**src/translation_block_lookup_cache_assert.svh**
```systemverilog
// Assertion macros used by the lookup cache datapath.
`ifndef TRANSLATION_BLOCK_LOOKUP_CACHE_ASSERT_SVH
`define TRANSLATION_BLOCK_LOOKUP_CACHE_ASSERT_SVH

`ifndef ASSERT_OFF
`define TBLC_ASSERT(lbl, clk, rstn, prop, msg) \
  lbl: assert property (@(posedge clk) disable iff (!(rstn)) (prop)) else $error(msg);
`define TBLC_ASSERT_ALWAYS(lbl, clk, prop, msg) \
  lbl: assert property (@(posedge clk) (prop)) else $error(msg);
`else
`define TBLC_ASSERT(lbl, clk, rstn, prop, msg)
`define TBLC_ASSERT_ALWAYS(lbl, clk, prop, msg)
`endif

`endif

```
**src/tblc_pkg.sv**
```systemverilog
package tblc_pkg;

  localparam int CACHE_BITS  = 8;
  localparam int CACHE_SIZE  = 1 << CACHE_BITS;
  localparam int SLOT_W      = CACHE_BITS;
  localparam int TABLE_DEPTH = 4096;
  localparam int IDX_W       = $clog2(TABLE_DEPTH);
  localparam int CNT_W       = IDX_W + 1;
  localparam int MCNT_W      = 9;
  localparam int MSLOT_W     = 8;
  localparam int ADDR_W      = 5;

  localparam logic [1:0] REG_TABLE_COUNT  = 2'd0;
  localparam logic [1:0] REG_CODE_BASE    = 2'd1;
  localparam logic [1:0] REG_MIRROR_COUNT = 2'd2;

  typedef enum logic [1:0] {
    CMD_LOOKUP = 2'd0,
    CMD_LOAD   = 2'd1,
    CMD_FLUSH  = 2'd2,
    CMD_NOP    = 2'd3
  } cmd_e;

  typedef enum logic [1:0] {
    RESP_HIT  = 2'd0,
    RESP_FILL = 2'd1,
    RESP_MISS = 2'd2,
    RESP_DONE = 2'd3
  } resp_e;

  typedef enum logic [2:0] {
    S_IDLE,
    S_CACHE_CHK,
    S_SEARCH,
    S_PROBE,
    S_FINAL,
    S_RESP
  } state_e;

  typedef struct packed {
    logic [CNT_W-1:0]  table_count;
    logic [63:0]       code_base;
    logic [MCNT_W-1:0] mirror_count;
  } cfg_t;

  typedef struct packed {
    logic  capture;
    logic  load_we;
    logic  flush;
    logic  search_init;
    logic  probe_rd;
    logic  probe_upd;
    logic  final_rd;
    logic  fill;
    logic  res_we;
    resp_e res_kind;
    logic  out_load;
  } ctrl_cmd_t;

  typedef struct packed {
    logic hit;
    logic base_zero;
    logic lo_lt_hi;
    logic match;
    logic out_free;
  } dp_status_t;

endpackage

```
**src/tblc_regs.sv**
```systemverilog
module tblc_regs
  import tblc_pkg::*;
(
  input  logic              clk_i,
  input  logic              rst_ni,
  input  logic              psel,
  input  logic              penable,
  input  logic              pwrite,
  input  logic [ADDR_W-1:0] paddr,
  input  logic [63:0]       pwdata,
  output logic [63:0]       prdata,
  output logic              pready,
  output cfg_t              cfg_o
);

  cfg_t       cfg_q;
  logic [1:0] reg_idx;
  logic       wr_en;

  assign reg_idx = paddr[ADDR_W-1:3];
  assign wr_en   = psel & penable & pwrite;
  assign pready  = 1'b1;
  assign cfg_o   = cfg_q;

  always_ff @(posedge clk_i or negedge rst_ni) begin
    if (!rst_ni) begin
      cfg_q <= '0;
    end else if (wr_en) begin
      case (reg_idx)
        REG_TABLE_COUNT:  cfg_q.table_count  <= pwdata[CNT_W-1:0];
        REG_CODE_BASE:    cfg_q.code_base    <= pwdata;
        REG_MIRROR_COUNT: cfg_q.mirror_count <= pwdata[MCNT_W-1:0];
        default: ;
      endcase
    end
  end

  always_comb begin
    case (reg_idx)
      REG_TABLE_COUNT:  prdata = 64'(cfg_q.table_count);
      REG_CODE_BASE:    prdata = cfg_q.code_base;
      REG_MIRROR_COUNT: prdata = 64'(cfg_q.mirror_count);
      default:          prdata = '0;
    endcase
  end

endmodule

```
**config.mk**
```make
export PLATFORM = sky130hd
export DESIGN_NAME = tblc_regs
export DESIGN_NICKNAME = d
export VERILOG_FILES = /design/src/translation_block_lookup_cache_assert.svh /design/src/tblc_pkg.sv /design/src/tblc_regs.sv
export SDC_FILE = /design/constraint.sdc
export NUM_CORES = 1
export LEC_CHECK = 0
export BUFFER_PORTS_ARGS = -buffer_cell sky130_fd_sc_hd__buf_2
export CAP_MARGIN = 20
export CORE_UTILIZATION = 35
export CTS_CLUSTER_SIZE = 12
export DETAILED_ROUTE_END_ITERATION = 10
export PLACE_DENSITY = 0.65
export SETUP_SLACK_MARGIN = 0.15
export SLEW_MARGIN = 20
export SYNTH_ARGS = -nofsm -noshare
export SYNTH_HDL_FRONTEND = slang
export SYNTH_SLANG_ARGS = --single-unit
```
**constraint.sdc**
```tcl
create_clock -name clk_i -period 4.51 [get_ports clk_i]
set_input_delay 1.353 -clock clk_i [delete_from_list [all_inputs] [get_ports clk_i]]
set_output_delay 1.353 -clock clk_i [all_outputs]
set_load 0.02 [all_outputs]
```
==> results.toml <==
[final_layout]
final_cell_area_mm2 = 0.00529
num-nets-final = 575
regArea_mm2 = 0.00215
num-fill-cells = 1016
syn_to_final_growth_pct = 35.7
n_antenna_cell = 0
largest_reg_flops = 86
drive_above_1_share = 0.628
instances_no_fill = 646
multi_input_area_mm2 = 0.00160

[routing]
avgRoutedWirePerCell_um = 14.5
vias_per_cell = 4.63
drt_wl_total_um = 9360
dr_total_vias = 2990
firstDrtPassIters = 2
drcViolationCount = 0
drt_iter0_markers = 75
antenna_left = 0

[yosys]
synthTopCellsByCount = "86 x dfrtp_1, 67 x mux2_2, 51 x and2_1, 13 x mux2i_1, 10 x mux2_1"
synth_top_area_cell = "dfrtp_1"
yosysWarnings = 0
yosysSeqAreaShare = 0.552
synth_cell_types = 19
synth_top_area_frac = 0.552
synth_nets = 359
syn_area_mm2 = 0.00390
synth-main-ff-cell = "dfrtp_1"
synth_edf_count = 0
synth_cells = 285
async_reset_ff_frac = 1.00
post_synth_main_area_contributors = "dfrtp_1 55%, mux2_2 19%, and2_1 8.2%"
syn_area_per_cell_um2 = 13.7
yosysMostFrequentCell = "dfrtp_1"
synth_seq_cells = 86

[die]
core_area_mm2 = 0.0108
start_util = 0.359
ioPinCount = 225
die_x_um = 108
die-area_mm2 = 0.0116
rows = 38
die_h_um = 108

[cts]
cts_hold_repair.buffers = 0
clock-sinks = 86
cts_resized = 0
cts_tree = "yes"
post_cts_buffers = 0
clk_pin_slew_ns = 0.08
cts_buffers = 9
h-tree-depth = 3
root_buffer = "clkbuf_8"
clock_latency_ns = 0.33
clk_path_buf_depth = 2

[timing]
slew_viol_final = 0
setup-violations-final = 0
slew_headroom = 0.478
period_share = 0.864
final-hold-violation-count = 0
finClkSkew_ns = 0
rsz0062_at_grt = "false"
final.min_clock_period_ns = 3.90
worst_slew_pin_slew_ns = 0.783
max_freq_mhz = 257
setup_ws_ns = 0.613
tns_ns = 0

[worst_setup_path]
cp-startpoint = "paddr[4]"
r2r_cells = 1
cp_slowest_stage_delay_ns = 0.37
cp.arrival_ns = 2.54
r2r_end = "cfg_o[15]"
path_common_cell = "buf_2"
r2r_start = "cfg_o[15]"
crit_type = "in2out"
rrSetupSlack_ns = 3.69
end_kind = "output port"
path_cells = "buf_2 -> nor2b_2 -> buf_4 -> and2_1 -> buf_2"
start_kind = "primary input"
cpMaxStageDelayCell = "buf_4"
required_ns = 3.16
crit_end = "prdata[42]"
cp_max_fo = 50

[power_and_ir_drop]
internal_power_w = 0.00159
p_leak_nw = 2.83
p_comb_frac = 0.343
pwr-share-seq = 0.438
clkPwrFrac = 0.219
power_switching_w = 0.000883
ir_worst_vdd_v = 0.000242
sw_frac_of_total = 0.357
power_density_mw_per_mm2 = 468

[placed_design]
gp_congestion = 0.793
dp_hpwl_um = 6710
dp_slack_ns = 0.585
port_buffers = 220
place_inst = 630
placed_cell_area_mm2 = 0.00508

[worst_hold_path]
whs_path_depth = 1
hold_path_class = "reg2reg"

[global_routing]
grt_pass1_wl_um = 14500
first_global_vias = 2849
grt_use_met3 = 0.0321
antenna_found_initial = 0
met1_usage = 0.195
busiest_layer = "met2"
grt.total_usage = 0.163
grt_max_degree = 87
overflow = 0
grt_use_met2 = 0.281

[status]
status = "finished, final reports clean"

[job]
cap_viol_max_count = 0
-- power by group through the flow --
stage	combinational (W)	clock, W	sequential, W
6_report	0.000849	0.000542	0.00108
5_1_grt	0.000913	0.000605	0.00111
4_1_cts	0.000861	0.000568	0.00109
3_5_place_dp	0.000861	0	0.00110
3_3_place_gp	0.000849	0	0.00109
2_1_floorplan	0.000313	0	0.00130
-- final cells by class --
cell class / instances / area share
well taps: 140 / 0.0331
clock inverters: 3 / 0.00805
multi-input cells: 179 / 0.303
clock buffers: 13 / 0.0301
repair buffers: 225 / 0.219
flip-flops and latches: 86 / 0.407
-- layout by cell type (no fill, tap or decap), drive strengths merged, types with 2 or more instances in the layout --
cell      n
mux2i    13
buf     225
nor2      4
nor2b     2
mux2     86
and2     51
dfrtp    86
nand2     9
clkbuf   13
o21ai     9
-- stage by stage --
step                hold WS (ns)   util  total power, W
global route               0.538  0.488         0.00263
CTS                        0.520  0.487         0.00252
global placement           0.492  0.469         0.00194
detailed placement         0.502  0.469         0.00196
finish                     0.514  0.488         0.00248
floorplan                  0.628      -         0.00161
-- worst min-delay path by stage --
| stage | from | end |
|---|---|---|
| final | cfg_o[20] | cfg_o[20] |
| after global routing | cfg_o[20] | cfg_o[20] |
| after floorplan | cfg_o[12] | cfg_o[12] |
| after CTS | cfg_o[20] | cfg_o[20] |
| after detailed placement | cfg_o[20] | cfg_o[20] |
| after global placement | cfg_o[19] | cfg_o[19] |
-- worst max-delay path, delay by kind of cell --
kind / cells / cell delay (ns)
buffers and inverters: 3 / 0.76
and+or+nand+nor: 2 / 0.41
-- cells by family (layout without fill, tap and decap cells) --
| kind of cell | count (synthesis) | in the layout | synth area share |
|---|---|---|---|
| simple gates | 70 | 70 | 0.106 |
| mux | 99 | 99 | 0.291 |
| buf+inv | 20 | 241 | 0.0389 |
| compound gates | 9 | 9 | 0.0116 |
| flops | 86 | 86 | 0.552 |
| other cells | 1 | 1 | 0.000962 |
-- metal layers --
metal,vias up,part of all wire
met4,0,0.019
met2,112,0.52
met5,-,0
li1,1397,-
met3,13,0.060
met1,1468,0.40
(Power assumes the default switching activity.)
