--- src/translation_block_lookup_cache_assert.svh ---
// Assertion macros used by the lookup cache datapath.
`ifndef TRANSLATION_BLOCK_LOOKUP_CACHE_ASSERT_SVH
`define TRANSLATION_BLOCK_LOOKUP_CACHE_ASSERT_SVH

`ifndef ASSERT_OFF
`define TBLC_ASSERT(lbl, clk, rstn, prop, msg) \
  lbl: assert property (@(posedge clk) disable iff (!(rstn)) (prop)) else $error(msg);
`define TBLC_ASSERT_ALWAYS(lbl, clk, prop, msg) \
  lbl: assert property (@(posedge clk) (prop)) else $error(msg);
`else
`define TBLC_ASSERT(lbl, clk, rstn, prop, msg)
`define TBLC_ASSERT_ALWAYS(lbl, clk, prop, msg)
`endif

`endif

--- src/tblc_pkg.sv ---
package tblc_pkg;

  localparam int CACHE_BITS  = 8;
  localparam int CACHE_SIZE  = 1 << CACHE_BITS;
  localparam int SLOT_W      = CACHE_BITS;
  localparam int TABLE_DEPTH = 4096;
  localparam int IDX_W       = $clog2(TABLE_DEPTH);
  localparam int CNT_W       = IDX_W + 1;
  localparam int MCNT_W      = 9;
  localparam int MSLOT_W     = 8;
  localparam int ADDR_W      = 5;

  localparam logic [1:0] REG_TABLE_COUNT  = 2'd0;
  localparam logic [1:0] REG_CODE_BASE    = 2'd1;
  localparam logic [1:0] REG_MIRROR_COUNT = 2'd2;

  typedef enum logic [1:0] {
    CMD_LOOKUP = 2'd0,
    CMD_LOAD   = 2'd1,
    CMD_FLUSH  = 2'd2,
    CMD_NOP    = 2'd3
  } cmd_e;

  typedef enum logic [1:0] {
    RESP_HIT  = 2'd0,
    RESP_FILL = 2'd1,
    RESP_MISS = 2'd2,
    RESP_DONE = 2'd3
  } resp_e;

  typedef enum logic [2:0] {
    S_IDLE,
    S_CACHE_CHK,
    S_SEARCH,
    S_PROBE,
    S_FINAL,
    S_RESP
  } state_e;

  typedef struct packed {
    logic [CNT_W-1:0]  table_count;
    logic [63:0]       code_base;
    logic [MCNT_W-1:0] mirror_count;
  } cfg_t;

  typedef struct packed {
    logic  capture;
    logic  load_we;
    logic  flush;
    logic  search_init;
    logic  probe_rd;
    logic  probe_upd;
    logic  final_rd;
    logic  fill;
    logic  res_we;
    resp_e res_kind;
    logic  out_load;
  } ctrl_cmd_t;

  typedef struct packed {
    logic hit;
    logic base_zero;
    logic lo_lt_hi;
    logic match;
    logic out_free;
  } dp_status_t;

endpackage

--- src/tblc_ctrl.sv ---
module tblc_ctrl
  import tblc_pkg::*;
(
  input  logic       clk_i,
  input  logic       rst_ni,
  input  logic       in_valid_i,
  input  cmd_e       in_cmd_i,
  output logic       in_ready_o,
  input  dp_status_t status_i,
  output ctrl_cmd_t  cmd_o
);

  state_e state_q, state_d;

  always_ff @(posedge clk_i or negedge rst_ni) begin
    if (!rst_ni) begin
      state_q <= S_IDLE;
    end else begin
      state_q <= state_d;
    end
  end

  always_comb begin
    state_d = state_q;
    case (state_q)
      S_IDLE: begin
        if (in_valid_i) begin
          state_d = (in_cmd_i == CMD_LOOKUP) ? S_CACHE_CHK : S_RESP;
        end
      end
      S_CACHE_CHK: begin
        if (status_i.hit || status_i.base_zero) begin
          state_d = S_RESP;
        end else begin
          state_d = S_SEARCH;
        end
      end
      S_SEARCH: state_d = status_i.lo_lt_hi ? S_PROBE : S_FINAL;
      S_PROBE:  state_d = S_SEARCH;
      S_FINAL:  state_d = S_RESP;
      S_RESP: begin
        if (status_i.out_free) begin
          state_d = S_IDLE;
        end
      end
      default: state_d = S_IDLE;
    endcase
  end

  always_comb begin
    cmd_o      = '0;
    cmd_o.res_kind = RESP_DONE;
    in_ready_o = 1'b0;
    case (state_q)
      S_IDLE: begin
        in_ready_o = 1'b1;
        if (in_valid_i) begin
          case (in_cmd_i)
            CMD_LOOKUP: cmd_o.capture = 1'b1;
            CMD_LOAD: begin
              cmd_o.load_we = 1'b1;
              cmd_o.res_we  = 1'b1;
            end
            CMD_FLUSH: begin
              cmd_o.flush  = 1'b1;
              cmd_o.res_we = 1'b1;
            end
            default: cmd_o.res_we = 1'b1;
          endcase
        end
      end
      S_CACHE_CHK: begin
        if (status_i.hit) begin
          cmd_o.res_we   = 1'b1;
          cmd_o.res_kind = RESP_HIT;
        end else if (status_i.base_zero) begin
          cmd_o.res_we   = 1'b1;
          cmd_o.res_kind = RESP_MISS;
        end else begin
          cmd_o.search_init = 1'b1;
        end
      end
      S_SEARCH: begin
        if (status_i.lo_lt_hi) begin
          cmd_o.probe_rd = 1'b1;
        end else begin
          cmd_o.final_rd = 1'b1;
        end
      end
      S_PROBE: cmd_o.probe_upd = 1'b1;
      S_FINAL: begin
        cmd_o.res_we = 1'b1;
        if (status_i.match) begin
          cmd_o.fill     = 1'b1;
          cmd_o.res_kind = RESP_FILL;
        end else begin
          cmd_o.res_kind = RESP_MISS;
        end
      end
      S_RESP: cmd_o.out_load = status_i.out_free;
      default: ;
    endcase
  end

endmodule

--- config.mk ---
export PLATFORM = sky130hd
export DESIGN_NAME = tblc_ctrl
export DESIGN_NICKNAME = d
export VERILOG_FILES = /design/src/translation_block_lookup_cache_assert.svh /design/src/tblc_pkg.sv /design/src/tblc_ctrl.sv
export SDC_FILE = /design/constraint.sdc
export NUM_CORES = 1
export LEC_CHECK = 0
export BUFFER_PORTS_ARGS = -buffer_cell sky130_fd_sc_hd__buf_2
export CAP_MARGIN = 10
export CORE_AREA = 3 3 40 42
export DETAILED_ROUTE_END_ITERATION = 16
export DIE_AREA = 0 0 43 45
export PLACE_DENSITY = 0.54
export RECOVER_POWER = 25
export SYNTH_ARGS = -nofsm -noshare
export SYNTH_HDL_FRONTEND = slang
export SYNTH_SLANG_ARGS = --single-unit
--- constraint.sdc ---
create_clock -name clk_i -period 1.48 [get_ports clk_i]
set_input_delay 0.074 -clock clk_i [delete_from_list [all_inputs] [get_ports clk_i]]
set_output_delay 0.074 -clock clk_i [all_outputs]
set_load 0.05 [all_outputs]
==> results.json <==
{
  "status": "complete, but fails checks",
  "violations": "negative setup slack",
  "clockBufferDepth": 2,
  "hold_violations": 0,
  "critPathArrivalTime_ns": 1.44,
  "place_hpwl_um": 781.8,
  "final_util_pct": 50.83,
  "num_rows": 13,
  "r2r-start": "state_q[1]",
  "p_leak_nw": 0.3197,
  "endpoint_kind": "output pin",
  "chipHeight_um": 45,
  "drtPass1Iterations": 4,
  "timing.hold.worst.class": "in -> async",
  "cap_violations": 0,
  "synth_nets": 54,
  "largest_reg_flops": 3,
  "synth_area_leaders": "dfrtp_1, nor2_1, nor2b_1, nor3_1, and2b_1",
  "antenna_left": 0,
  "cts.root.buffer_cell": "clkbuf_4",
  "finalCritPeriodShare_pct": 102.0,
  "grt_antenna_before_repair": 0,
  "seqCellArea_sq_um": 76.32,
  "core_area_sq_um": 1285,
  "p_per_area_nw_per_um2": 2397,
  "vias": 451,
  "cp_data_required_time_ns": 1.41,
  "io_pins": 23,
  "syn_avg_cell_area_sq_um": 7.706,
  "clock.fmax_mhz": 662.1,
  "top_regs": "state_q x3",
  "syn_to_final_growth_pct": 92.62,
  "io_buffers": 22,
  "cts-htree-levels": 1,
  "peakVddDrop_mv": 1.053,
  "timing.slew.headroom_pct": 80.58,
  "startpoint": "state_q[2]",
  "grt_pass1_vias": 401,
  "wirelength_mm": 1.012,
  "wl_per_cell_um": 11.00,
  "largest-register": "state_q",
  "synth_cell_type_count": 27,
  "crit_path_start_kind": "register",
  "grtUsageTotal_pct": 10.67,
  "ys_warn_count": 0,
  "fp.dieW_um": 43,
  "start_util_pct": 26.39,
  "layout_commonest_cell": "buf_2",
  "clock-sinks": 3,
  "dpl_worst_slack_ns": 0.09179,
  "grt_max_degree": 13,
  "die_area_sq_um": 1935,
  "finalMaxSlewViolations": 0,
  "total_power_w": 0.001566,
  "gr-total-overflow": 0,
  "fin_area_sq_um": 653.1,
  "setup_ws_ns": -0.03030,
  "synthCells": 44,
  "antenna_cells": 0,
  "grt_pass1_wl_mm": 1.580,
  "worst_pin_slew_ns": 0.2904,
  "fin_crit_ns": 1.510,
  "critPathKind": "reg -> out",
  "rsz0062_at_grt": "true",
  "drc": 0,
  "gp_congestion": 0.7645,
  "yosys.area.top_type": "dfrtp_1",
  "clk_pin_slew_ns": 0.04,
  "multi_input_area_sq_um": 289.0,
  "finalSetupViolCount": 4,
  "ys_seq_elements": 3,
  "cts_buffers": 3,
  "finalNetCount": 88,
  "cts_tree": "yes",
  "viasPerCell": 4.902,
  "synth_top_area_share_pct": 22.14,
  "path_max_fanout": 5,
  "clk_latency_ns": 0.23,
  "drive_gt1_share_pct": 59.74,
  "fin_skew_ns": 0.0008293,
  "first_iter_violations": 3,
  "fill_cells": 127,
  "tns_ns": -0.1017,
  "ys_seq_area_share_pct": 22.14,
  "place_area_sq_um": 523.0,
  "netlist_area_sq_um": 339.1,
  "most-common-layout-cells": "buf_2, buf_6, buf_4, nor2_1, clkbuf_4"
}
## layer usage
metal  GRT usage, %  share of wire [%]
met4          7.229                1.1
met5              0                  0
met2          16.17                 51
met1          14.01                 41
met3          1.594                6.9
## path summary, 6_finish.rpt
| check | slack, ns | end | depth (start not counted) |
|---|---|---|---|
| setup / recovery | -0.03 | cmd_o[3] | 5 |
| hold / removal | 0.18 | state_q[1] | 2 |
| min in group clk_i | 0.19 | state_q[1] | 3 |
| max in group asynchronous | 1.14 | state_q[0] | 2 |
| setup reg to reg | 0.14 | state_q[2] | 5 |
| hold reg to reg | 0.63 | state_q[1] | 2 |
## metrics by stage
step	std cells	hold WS, ns
3_3_place_gp	83	-0.1292
6_report	92	0.1790
5_1_grt	92	0.2135
3_5_place_dp	83	-0.1294
4_1_cts	88	0.1728
2_1_floorplan	44	-0.2216
## cell families after synthesis
| group | synth area share (%) |
|---|---|
| simple gates | 48.71 |
| mux | 2.952 |
| compound gates | 19.19 |
| buf+inv | 7.010 |
| flops | 22.14 |
## power by group
group	internal (W)	leakage (nW)	total, W	switching [W]
sequential	0.000126	0.0357	0.000178	0.0000515
combinational	0.000526	0.269	0.00124	0.000717
clock	0.000101	0.0150	0.000145	0.0000436
## cell type report
type	instances	area share [%]
flip-flops and latches	3	11.69
multi-input cells	38	44.25
repair buffers	32	37.16
well taps	15	2.874
clock buffers	4	4.023
## synthesized netlist by cell type, drive strengths merged
cell type / instances
o21ai: 2
a22oi: 1
a21o: 1
and2b: 3
nor3b: 2
and2: 2
and3: 2
nor3: 3
nor2b: 3
nand2: 2
o311a: 1
and3b: 1
mux2i: 1
buf: 3
a21oi: 2
o22ai: 2
or2: 1
nor2: 7
o21bai: 1
dfrtp: 3
nand3b: 1
## critical path, stage by stage (launching register included)
cell and delay [ns]:
dfrtp_1 0.40, and2b_1 0.23, and2b_1 0.18, nor2_2 0.06
o22ai_2 0.15, buf_6 0.18
## timing repair
item                                   in CTS  in global routing
hold buffers                                1                  0
pin swaps                                   3                  3
endpoints found under the hold margin       3                  0
setup buffers                               0                  4
setup endpoints to repair                   8                 10
gates resized for setup                    13                  9
(Power assumes the default switching activity.)
